[src/rtl/mdvf_pkg.sv]
`timescale 1ns / 1ps
// mdvf_pkg: shared types, constants and codes for the median depth/velocity filter
// depends on nothing

package mdvf_pkg;

    localparam int MAX_WINDOW_DEF = 8;
    localparam int MAX_SPAN_DEF   = 16;

    localparam logic [1:0] CMD_SAMPLE = 2'd0;
    localparam logic [1:0] CMD_TICK   = 2'd1;
    localparam logic [1:0] CMD_ZERO   = 2'd2;

    localparam logic [1:0] REG_WINDOW = 2'd0;
    localparam logic [1:0] REG_SPAN   = 2'd1;
    localparam logic [1:0] REG_SCALE  = 2'd2;
    localparam logic [1:0] REG_STALE  = 2'd3;

    localparam logic [23:0] ZERO_RESET = 24'd65536;

    typedef enum logic [3:0] {
        S_IDLE,
        S_SORT,
        S_DEPTH,
        S_HREAD,
        S_HWAIT,
        S_DIVSET,
        S_DIV,
        S_FINISH,
        S_OUT
    } t_state;

    // controller to datapath
    typedef struct packed {
        logic do_sample;
        logic do_zero;
        logic sort_init;
        logic sort_step;
        logic depth_calc;
        logic hist_read;
        logic div_init;
        logic div_step;
        logic finish;
    } t_cmd;

    // datapath to controller
    typedef struct packed {
        logic has_sample;
        logic sort_done;
        logic div_needed;
        logic div_done;
        logic fresh;
    } t_status;

endpackage

[src/rtl/mdvf_ctrl.sv]
`timescale 1ns / 1ps
// mdvf_ctrl: sequencer for sample, tick and zero-set requests
// depends on mdvf_pkg

module mdvf_ctrl (
    input  logic                i_clk,
    input  logic                i_rst_n,
    input  logic                i_in_valid,
    input  logic [1:0]          i_in_cmd,
    output logic                o_in_ready,
    input  logic                i_out_ready,
    output logic                o_out_valid,
    output logic                o_kind,
    output mdvf_pkg::t_cmd      o_cmd,
    input  mdvf_pkg::t_status   i_status
);
    import mdvf_pkg::*;

    t_state r_state, n_state;
    logic   r_out_valid, n_out_valid;
    logic   r_kind, n_kind;

    always_ff @(posedge i_clk) begin
        if (!i_rst_n) begin
            r_state     <= S_IDLE;
            r_out_valid <= 1'b0;
            r_kind      <= 1'b0;
        end else begin
            r_state     <= n_state;
            r_out_valid <= n_out_valid;
            r_kind      <= n_kind;
        end
    end

    logic out_free;
    assign out_free = !r_out_valid || i_out_ready;

    always_comb begin
        n_state     = r_state;
        n_kind      = r_kind;
        n_out_valid = r_out_valid && !i_out_ready;
        o_cmd       = '0;
        o_in_ready  = 1'b0;
        case (r_state)
            S_IDLE: begin
                // ticks and zero-sets overwrite the result registers, samples never do
                o_in_ready = (i_in_cmd == CMD_SAMPLE) || out_free;
                if (i_in_valid && o_in_ready) begin
                    case (i_in_cmd)
                        CMD_SAMPLE: o_cmd.do_sample = 1'b1;
                        CMD_ZERO: begin
                            o_cmd.do_zero = 1'b1;
                            n_out_valid   = 1'b1;
                            n_kind        = 1'b1;
                        end
                        CMD_TICK: begin
                            if (i_status.has_sample) begin
                                o_cmd.sort_init = 1'b1;
                                n_state         = S_SORT;
                            end
                        end
                        default: ;
                    endcase
                end
            end
            S_SORT: begin
                o_cmd.sort_step = 1'b1;
                if (i_status.sort_done) n_state = S_DEPTH;
            end
            S_DEPTH: begin
                o_cmd.depth_calc = 1'b1;
                n_state          = S_HREAD;
            end
            S_HREAD: begin
                o_cmd.hist_read = 1'b1;
                n_state         = S_HWAIT;
            end
            S_HWAIT: n_state = S_DIVSET;
            S_DIVSET: begin
                if (i_status.div_needed) begin
                    o_cmd.div_init = 1'b1;
                    n_state        = S_DIV;
                end else begin
                    n_state = S_FINISH;
                end
            end
            S_DIV: begin
                o_cmd.div_step = 1'b1;
                if (i_status.div_done) n_state = S_FINISH;
            end
            S_FINISH: begin
                o_cmd.finish = 1'b1;
                n_state      = i_status.fresh ? S_OUT : S_IDLE;
            end
            S_OUT: begin
                if (out_free) begin
                    n_out_valid = 1'b1;
                    n_kind      = 1'b0;
                    n_state     = S_IDLE;
                end
            end
            default: n_state = S_IDLE;
        endcase
    end

    assign o_out_valid = r_out_valid;
    assign o_kind      = r_kind;

endmodule

[src/rtl/mdvf_dp.sv]
`timescale 1ns / 1ps
// mdvf_dp: sample ring, median sort, depth scaling, history memory and divider
// depends on mdvf_pkg

module mdvf_dp #(
    parameter int MAX_WINDOW = mdvf_pkg::MAX_WINDOW_DEF,
    parameter int MAX_SPAN   = mdvf_pkg::MAX_SPAN_DEF
) (
    input  logic               i_clk,
    input  logic               i_rst_n,
    input  logic               i_cfg_valid,
    input  logic [1:0]         i_cfg_index,
    input  logic [31:0]        i_cfg_data,
    input  logic [23:0]        i_pressure,
    input  logic [31:0]        i_stamp_ms,
    input  mdvf_pkg::t_cmd     i_cmd,
    output mdvf_pkg::t_status  o_status,
    output logic signed [31:0] o_depth,
    output logic signed [31:0] o_velocity,
    output logic               o_success
);
    import mdvf_pkg::*;

    localparam int WB = (MAX_WINDOW > 1) ? $clog2(MAX_WINDOW) : 1;
    localparam int WC = $clog2(MAX_WINDOW + 1);
    localparam int SB = (MAX_SPAN > 1) ? $clog2(MAX_SPAN) : 1;
    localparam int SC = $clog2(MAX_SPAN + 1);

    // ring slot that lies back places behind the newest one
    function automatic logic [WB-1:0] ring_pos(logic [WB-1:0] head, int back);
        int k;
        k = int'(head) - 1 - back;
        if (k < 0) k = k + MAX_WINDOW;
        return WB'(k);
    endfunction

    // registers
    logic [3:0]  r_window;
    logic [4:0]  r_span;
    logic [15:0] r_scale;
    logic [15:0] r_stale;

    always_ff @(posedge i_clk) begin
        if (!i_rst_n) begin
            r_window <= 4'd3;
            r_span   <= 5'd5;
            r_scale  <= 16'd2560;
            r_stale  <= 16'd1000;
        end else if (i_cfg_valid) begin
            case (i_cfg_index)
                REG_WINDOW: r_window <= i_cfg_data[3:0];
                REG_SPAN:   r_span   <= i_cfg_data[4:0];
                REG_SCALE:  r_scale  <= i_cfg_data[15:0];
                REG_STALE:  r_stale  <= i_cfg_data[15:0];
                default: ;
            endcase
        end
    end

    logic [WC-1:0] eff_w;
    logic [SC-1:0] eff_s;
    always_comb begin
        if (r_window == 4'd0) eff_w = WC'(1);
        else if (32'(r_window) > MAX_WINDOW) eff_w = WC'(MAX_WINDOW);
        else eff_w = WC'(r_window);
        if (r_span == 5'd0) eff_s = SC'(1);
        else if (32'(r_span) > MAX_SPAN) eff_s = SC'(MAX_SPAN);
        else eff_s = SC'(r_span);
    end

    // sample ring, read at fixed places
    logic [23:0]   r_ring [MAX_WINDOW];
    logic [WC-1:0] r_count;
    logic [WB-1:0] r_head;
    logic [31:0]   r_latest;
    logic [23:0]   r_zero;
    logic          r_success;
    logic [WB-1:0] newest_idx;

    assign newest_idx = ring_pos(r_head, 0);

    always_ff @(posedge i_clk) begin
        if (!i_rst_n) begin
            r_count   <= '0;
            r_head    <= '0;
            r_latest  <= '0;
            r_zero    <= ZERO_RESET;
            r_success <= 1'b0;
        end else begin
            if (i_cmd.do_sample) begin
                r_head   <= (32'(r_head) == MAX_WINDOW - 1) ? '0 : r_head + WB'(1);
                r_count  <= (r_count + WC'(1) > eff_w) ? eff_w : r_count + WC'(1);
                r_latest <= i_stamp_ms;
            end
            if (i_cmd.do_zero) begin
                r_success <= (r_count != '0);
                if (r_count != '0) r_zero <= r_ring[newest_idx];
            end
        end
    end

    always_ff @(posedge i_clk) begin
        if (i_cmd.do_sample) r_ring[r_head] <= i_pressure;
    end

    // odd-even transposition sort over the window, invalid slots hold max
    logic [24:0]   r_buf [MAX_WINDOW];
    logic [WC-1:0] r_n;
    logic [WC:0]   r_pass;
    logic          r_phase;

    always_ff @(posedge i_clk) begin
        if (i_cmd.sort_init) begin
            r_n     <= (r_count < eff_w) ? r_count : eff_w;
            r_pass  <= '0;
            r_phase <= 1'b0;
            for (int i = 0; i < MAX_WINDOW; i++) begin
                if (i < int'((r_count < eff_w) ? r_count : eff_w))
                    r_buf[i] <= {1'b0, r_ring[ring_pos(r_head, i)]};
                else
                    r_buf[i] <= {1'b1, 24'd0};
            end
        end else if (i_cmd.sort_step) begin
            r_pass  <= r_pass + 1'b1;
            r_phase <= ~r_phase;
            for (int i = 0; i + 1 < MAX_WINDOW; i++) begin
                if ((i % 2) == int'(r_phase) && r_buf[i] > r_buf[i + 1]) begin
                    r_buf[i]     <= r_buf[i + 1];
                    r_buf[i + 1] <= r_buf[i];
                end
            end
        end
    end

    assign o_status.sort_done = (32'(r_pass) >= MAX_WINDOW - 1);

    logic [23:0] med;
    assign med = r_buf[WB'(r_n >> 1)][23:0];

    // depth: (med - zero) * scale, round and floor by 256, saturate
    logic signed [31:0] r_depth;
    logic signed [24:0] pdiff;
    logic signed [41:0] prod;
    logic signed [33:0] dsh;
    assign pdiff = $signed({1'b0, med}) - $signed({1'b0, r_zero});
    assign prod  = 42'(pdiff) * $signed({1'b0, r_scale}) + 42'sd128;
    assign dsh   = 34'(prod >>> 8);

    always_ff @(posedge i_clk) begin
        if (i_cmd.depth_calc) begin
            if (dsh > 34'sh07FFFFFFF) r_depth <= 32'sh7FFFFFFF;
            else if (dsh < -34'sh080000000) r_depth <= 32'sh80000000;
            else r_depth <= 32'(dsh);
        end
    end

    // history memory
    logic [63:0]   r_hmem [MAX_SPAN];
    logic [63:0]   r_hrd;
    logic [SC-1:0] r_hcount;
    logic [SB-1:0] r_hhead;
    logic [SC-1:0] hn;
    logic [SB-1:0] old_idx;
    assign hn      = (r_hcount < eff_s) ? r_hcount : eff_s;
    assign old_idx = (32'(r_hhead) >= 32'(hn)) ? SB'(32'(r_hhead) - 32'(hn))
                                               : SB'(32'(r_hhead) + MAX_SPAN - 32'(hn));

    always_ff @(posedge i_clk) begin
        if (i_cmd.hist_read) r_hrd <= r_hmem[old_idx];
        if (i_cmd.finish) r_hmem[r_hhead] <= {r_latest, r_depth};
    end

    // velocity divider: q = (2an + ad) / (2ad), restoring, one bit a cycle
    localparam int NB = 53;
    logic [NB-1:0] r_num;
    logic [33:0]   r_den;
    logic [34:0]   r_rem;
    logic [5:0]    r_bit;
    logic          r_neg;
    logic          r_dnz;
    logic signed [31:0] r_vel;

    logic signed [32:0] dtv;
    logic signed [32:0] ddv;
    logic signed [43:0] numv;
    logic [43:0]        an;
    logic [31:0]        ad;
    assign dtv  = 33'($signed(r_latest - r_hrd[63:32]));
    assign ddv  = 33'(r_depth) - 33'($signed(r_hrd[31:0]));
    assign numv = 44'(ddv) * 44'sd1000;
    assign an   = numv[43] ? 44'(-numv) : 44'(numv);
    assign ad   = dtv[32] ? 32'(-dtv) : 32'(dtv);

    assign o_status.div_needed = (hn != '0) && (dtv != '0);

    logic [34:0] trial;
    assign trial = {r_rem[33:0], r_num[NB-1]} - {1'b0, r_den};

    always_ff @(posedge i_clk) begin
        if (!i_rst_n) begin
            r_vel    <= '0;
            r_hcount <= '0;
            r_hhead  <= '0;
        end else begin
            if (i_cmd.div_init) begin
                r_num <= NB'({an, 1'b0}) + NB'(ad);
                r_den <= {1'b0, ad, 1'b0};
                r_rem <= '0;
                r_bit <= '0;
                r_neg <= numv[43] ^ dtv[32];
                r_dnz <= 1'b1;
            end else if (i_cmd.div_step) begin
                r_num <= {r_num[NB-2:0], ~trial[34]};
                r_rem <= trial[34] ? {r_rem[33:0], r_num[NB-1]} : trial;
                r_bit <= r_bit + 6'd1;
            end
            if (i_cmd.finish) begin
                r_hhead  <= (32'(r_hhead) == MAX_SPAN - 1) ? '0 : r_hhead + SB'(1);
                r_hcount <= (r_hcount + SC'(1) > eff_s) ? eff_s : r_hcount + SC'(1);
                if (r_dnz) begin
                    if (!r_neg && r_num > NB'(32'h7FFFFFFF)) r_vel <= 32'sh7FFFFFFF;
                    else if (r_neg && r_num > NB'(33'h080000000)) r_vel <= 32'sh80000000;
                    else r_vel <= r_neg ? 32'(-$signed({1'b0, r_num})) : 32'(r_num);
                end
            end
            if (i_cmd.sort_init) r_dnz <= 1'b0;
        end
    end

    assign o_status.div_done = (r_bit == 6'(NB - 1));

    logic [31:0] r_tick_stamp;
    always_ff @(posedge i_clk) begin
        if (i_cmd.sort_init) r_tick_stamp <= i_stamp_ms;
    end
    logic signed [31:0] tage;
    assign tage = $signed(r_tick_stamp - r_latest);
    assign o_status.fresh = tage < $signed({16'd0, r_stale});

    assign o_status.has_sample = (r_count != '0);
    assign o_depth    = r_depth;
    assign o_velocity = r_vel;
    assign o_success  = r_success;

endmodule

[src/rtl/median_depth_velocity_filter_core.sv]
`timescale 1ns / 1ps
// median_depth_velocity_filter_core: top level of the median depth/velocity filter
// depends on mdvf_pkg, mdvf_ctrl, mdvf_dp
//
// channel  dir  handshake                 payload
// s_axis   in   s_axis_tvalid/tready      tuser cmd, tdata pressure and stamp
// m_axis   out  m_axis_tvalid/tready      tuser kind/success, tdata depth and velocity
// cfg      in   i_cfg_valid/o_cfg_ready   register index and write data
//
// a sample request is taken while idle, a zero-set only when the output slot is also free
// a tick sorts the window, scales the depth, reads the history and then runs the velocity
// divider when it is needed (one quotient bit per cycle)
// reset clears the counts and velocity and sets the zero pressure to 65536; the stores need no clearing
// a held result stalls ticks and zero-set requests, samples still pass

module median_depth_velocity_filter_core #(
    parameter int MAX_WINDOW = mdvf_pkg::MAX_WINDOW_DEF,
    parameter int MAX_SPAN   = mdvf_pkg::MAX_SPAN_DEF
) (
    input  logic        i_clk,
    input  logic        i_rst_n,
    input  logic        s_axis_tvalid,
    output logic        s_axis_tready,
    input  logic [55:0] s_axis_tdata,   // pressure[23:0], stamp_ms[55:24]
    input  logic [1:0]  s_axis_tuser,   // cmd[1:0]
    output logic        m_axis_tvalid,
    input  logic        m_axis_tready,
    output logic [63:0] m_axis_tdata,   // depth_out[31:0], velocity_out[63:32]
    output logic [1:0]  m_axis_tuser,   // kind[0], success[1]
    input  logic        i_cfg_valid,
    output logic        o_cfg_ready,
    input  logic [1:0]  i_cfg_index,
    input  logic [31:0] i_cfg_data
);
    import mdvf_pkg::*;

    t_cmd    cmd;
    t_status status;
    logic    kind;
    logic signed [31:0] depth, vel;
    logic    success;

    mdvf_ctrl u_ctrl (
        .i_clk       (i_clk),
        .i_rst_n     (i_rst_n),
        .i_in_valid  (s_axis_tvalid),
        .i_in_cmd    (s_axis_tuser),
        .o_in_ready  (s_axis_tready),
        .i_out_ready (m_axis_tready),
        .o_out_valid (m_axis_tvalid),
        .o_kind      (kind),
        .o_cmd       (cmd),
        .i_status    (status)
    );

    mdvf_dp #(
        .MAX_WINDOW (MAX_WINDOW),
        .MAX_SPAN   (MAX_SPAN)
    ) u_dp (
        .i_clk       (i_clk),
        .i_rst_n     (i_rst_n),
        .i_cfg_valid (i_cfg_valid),
        .i_cfg_index (i_cfg_index),
        .i_cfg_data  (i_cfg_data),
        .i_pressure  (s_axis_tdata[23:0]),
        .i_stamp_ms  (s_axis_tdata[55:24]),
        .i_cmd       (cmd),
        .o_status    (status),
        .o_depth     (depth),
        .o_velocity  (vel),
        .o_success   (success)
    );

    // acknowledgement carries zero depth and velocity, report carries no success
    assign o_cfg_ready  = 1'b1;
    assign m_axis_tdata = kind ? 64'd0 : {vel, depth};
    assign m_axis_tuser = {kind & success, kind};

endmodule
[config.mk]
export PLATFORM = sky130hd
export DESIGN_NAME = median_depth_velocity_filter_core
export DESIGN_NICKNAME = d
export VERILOG_FILES = /design/src/rtl/mdvf_pkg.sv /design/src/rtl/mdvf_ctrl.sv /design/src/rtl/mdvf_dp.sv /design/src/rtl/median_depth_velocity_filter_core.sv
export SDC_FILE = /design/constraint.sdc
export NUM_CORES = 2
export LEC_CHECK = 0
export BUFFER_PORTS_ARGS = -buffer_cell sky130_fd_sc_hd__buf_4
export CAP_MARGIN = 20
export CORE_MARGIN = 1
export CORE_UTILIZATION = 45
export CTS_CLUSTER_SIZE = 25
export DETAILED_ROUTE_END_ITERATION = 12
export PLACE_DENSITY = 0.66
export RECOVER_POWER = 25
export SLEW_MARGIN = 5
export SYNTH_ARGS = -nofsm -noshare
export SYNTH_HDL_FRONTEND = slang
export SYNTH_SLANG_ARGS = --single-unit
[constraint.sdc]
create_clock -name i_clk -period 15.8 [get_ports i_clk]
set_input_delay 3.16 -clock i_clk [delete_from_list [all_inputs] [get_ports i_clk]]
set_output_delay 3.16 -clock i_clk [all_outputs]
set_load 0.005 [all_outputs]
==> summary.txt <==
Status: complete, but fails checks
Violated checks: max-capacitance violations
Worst skew pair latency: 890 ps
Overall Global Routing Usage: 24.9%
Slowest CP cell: edfxtp_1
Initial Utilization: 45.3%
DR pass1 iterations: 12
Reg2reg start: u_dp.o_depth[1]
Worst stage delay on the critical path: 840 ps
Startpoint Class: flop
Post-synth top area share: 42.5%
Die area: 0.261 sq mm
Compound-Gate Fraction of Synth Area: 9.55%
Asr flop ratio synth: 0%
Minimum clock period: 12680 ps
Post-Syn Instances: 9854
CTS buffer count: 193
Flop and latch count out of synthesis: 1835
Routed WL: 328000 um
Share of layout cells above drive strength 1: 12.0%
Antenna-violating nets left: 0
RSZ-0062 raised after global routing: no
Mux share of post-synthesis cell area: 11.5%
Reg-to-Reg End: u_dp.r_num[44]
Synth Flop Type: edfxtp_1
Hold buffer count at CTS: 0
Final Hold Vio Count: 0
Fin Setup TNS: 0 ps
Max_slew headroom: 0.283%
Vias in the first global route: 79800
GRT overflow: 0
DRC: 0
Routability congestion estimate from global placement: 0.939
Core area: 0.257 sq mm
Setup bufs post-CTS: 0
Synthesis Warnings: 0
DR vias/cell: 5.89
Max Root-Sink Buffers: 3
Worst-Margin Slew: 1500 ps
Violation count after the first detailed-route iteration: 8159
Peak fanout along the critical path: 36
HP Class: reg2reg
Die height: 511 um
Largest family of logic cells by synthesized area: adder cells
Register area: 0.0533 sq mm
Buffers on Ports: 148
Pwr/cell area: 210 mW/mm^2
Tcrit/Tclk final: 80.3%
Ranking of synthesized cells by area: edfxtp_1 (43%), fa_1 (9.0%), mux4_2 (7.1%), ha_1 (6.9%), inv_1 (3.8%)
Crit path top cell by count: a21oi_1
CP delay by family, top: compound AO/OA/AOI/OAI gates
Critical Path RT: 16500 ps
Avg Cell Area, Syn: 11.8 sq um
Initial antenna violation count: 20
Final Max Tran Viols: 0
Wire per inst: 24.4 um
Synth Area in Simple Gates: 9.49%
Count of cell types in the netlist: 105
CTS clk-pin slew, worst paths: 60 ps
Clock skew: 83.3 ps
Post-cts resize count: 0
Vias: 79200
Startpoint of the worst hold path: u_dp.r_n[2]
First-pass GRT wire length: 492000 um
Multi-input gate area: 0.0575 sq mm
Lkg Pwr: 49.7 nW
Synthesized area: 0.116 sq mm
CP bufs+invs: 3
Max Cap Violations: 1
Largest net degree at the start of global routing: 108
Syn Nets: 11100
# IOs: 166
Reg2Reg Depth: 45
Post-synthesis sequential area ratio: 45.7%
Dpl cells: 13100
Num rows: 186
Worst hold stages: 2
Maximum clock frequency: 78.8 MHz
Reg-to-reg slack, setup: 3120 ps
CTS sink count: 1835
Synth Area in Adders: 15.9%
Net count, final: 11100
Root buf cell: clkbuf_16
Fillers: 22100
Crit path DAT: 13380 ps
Die Wd: 511 um
TritonCTS clock tree: yes
Crit. Startpoint: u_dp.o_depth[1]
Class of the most critical setup path: reg2reg
Final HPWL DP: 226000 um
Setup violations, final: 0
Fin util: 50.0%
Maximum vdd drop: 521 uV
Setup crit end kind: flop
Final cell count without fillers: 13400
H-tree depth: 4
Overall Power: 27.0 mW
Area growth syn-to-layout: 10.4%
Post-synth EDFFs: 1649
Synth Area in XOR/XNOR: 2.50%
Area leader, netlist: edfxtp_1
[stage by stage]
step	instance area, sq um	hold WS (ps)	worst slack, ps
floorplan	116000	416	4140
global placement	122000	424	2870
detailed placement	122000	438	2830
CTS	128000	454	2790
global route	129000	471	2070
finish	129000	454	3120
[placed cells by master (no fill, tap or decap), types with 157 or more instances in the layout]
cell type | synthesis | routed
edfxtp_1 | 1649 | 1649
inv_1 | 1166 | 1164
nand2_1 | 799 | 798
ha_1 | 640 | 638
a21oi_1 | 545 | 542
fa_1 | 523 | 522
nor2_1 | 417 | 394
mux2i_1 | 388 | 388
mux4_2 | 368 | 368
o21ai_0 | 366 | 364
buf_4 | 2 | 282
and2_1 | 224 | 224
xnor2_1 | 227 | 217
clkbuf_16 | 0 | 204
nor2b_1 | 200 | 200
dfxtp_1 | 186 | 181
a21o_1 | 157 | 157
[state kept, by name, indices dropped and copies added, names as in the netlist, 6 cells and up, named ones only]
register,cells
u_dp.r_hmem,1024
u_dp.r_buf,200
u_dp.r_ring,192
u_dp.r_hrd,64
u_dp.r_num,53
u_dp.r_rem,34
u_dp.o_depth,32
u_dp.o_velocity,32
u_dp.r_den,32
u_dp.r_latest,32
u_dp.r_tick_stamp,32
u_dp.r_zero,24
u_dp.r_scale,16
u_dp.r_stale,16
u_dp.r_bit,6
[worst max path at each step]
| stage | endpoint | cells after the start |
|---|---|---|
| 6_report | u_dp.r_num[44] | 45 |
| 5_1_grt | u_dp.r_num[38] | 46 |
| 4_1_cts | u_dp.o_depth[21] | 42 |
| 3_5_place_dp | u_dp.o_depth[21] | 42 |
| 3_3_place_gp | u_dp.o_depth[21] | 42 |
| 2_1_floorplan | u_dp.o_depth[24] | 45 |
[Yosys cell counts, drive strengths merged, types with 94 or more instances]
| master | n |
|---|---|
| dfxtp | 186 |
| edfxtp | 1649 |
| inv | 1167 |
| xnor2 | 228 |
| o21a | 94 |
| o21ai | 389 |
| fa | 523 |
| mux4 | 368 |
| a21o | 157 |
| nand2 | 799 |
| and2 | 225 |
| clkbuf | 392 |
| nor3 | 134 |
| a21oi | 546 |
| mux2i | 388 |
| xor2 | 103 |
| nor2b | 200 |
| nand3 | 101 |
| mux2 | 109 |
| ha | 640 |
| nor2 | 418 |
[tightest hold or removal path: stages, from the launching register on]
cell	delay [ps]
edfxtp_1	330
nand2_1	40
o21ai_0	60
[power breakdown]
part           internal (mW)  switching, mW  leakage (nW)
logic                   6.64           10.0          29.9
registers               5.47          0.163          16.6
clock network           2.72           2.01          3.24
total                   14.8           12.2          49.7
[metal layers]
layer / part of all wire, % / vias up / GRT usage [%]
met5: 0.023 / - / 0
li1: - / 35400 / -
met2: 46 / 3401 / 39.8
met1: 41 / 39800 / 33.1
met3: 9.4 / 568 / 5.25
met4: 4.2 / 12 / 10.1
[final cells by class]
| cell class | count | share of cell area [%] |
|---|---|---|
| inverters | 1167 | 3.41 |
| clock buffers | 248 | 4.13 |
| diodes | 13 | 0.0253 |
| multi-input cells | 6374 | 44.7 |
| flip-flops and latches | 1835 | 41.4 |
| repair buffers | 315 | 1.90 |
| well taps | 3384 | 3.29 |
| clock inverters | 111 | 1.07 |
[logic make-up (layout without fill, tap and decap cells)]
family	after synthesis	count (layout)
simple gates	2269	2269
compound gates	1745	1745
buf+inv	1645	1841
mux	865	865
fa+ha+maj	1163	1163
other cells	1	14
flops	1835	1835
xor+xnor	331	331
Note: power is estimated with default switching activity, not from simulation.
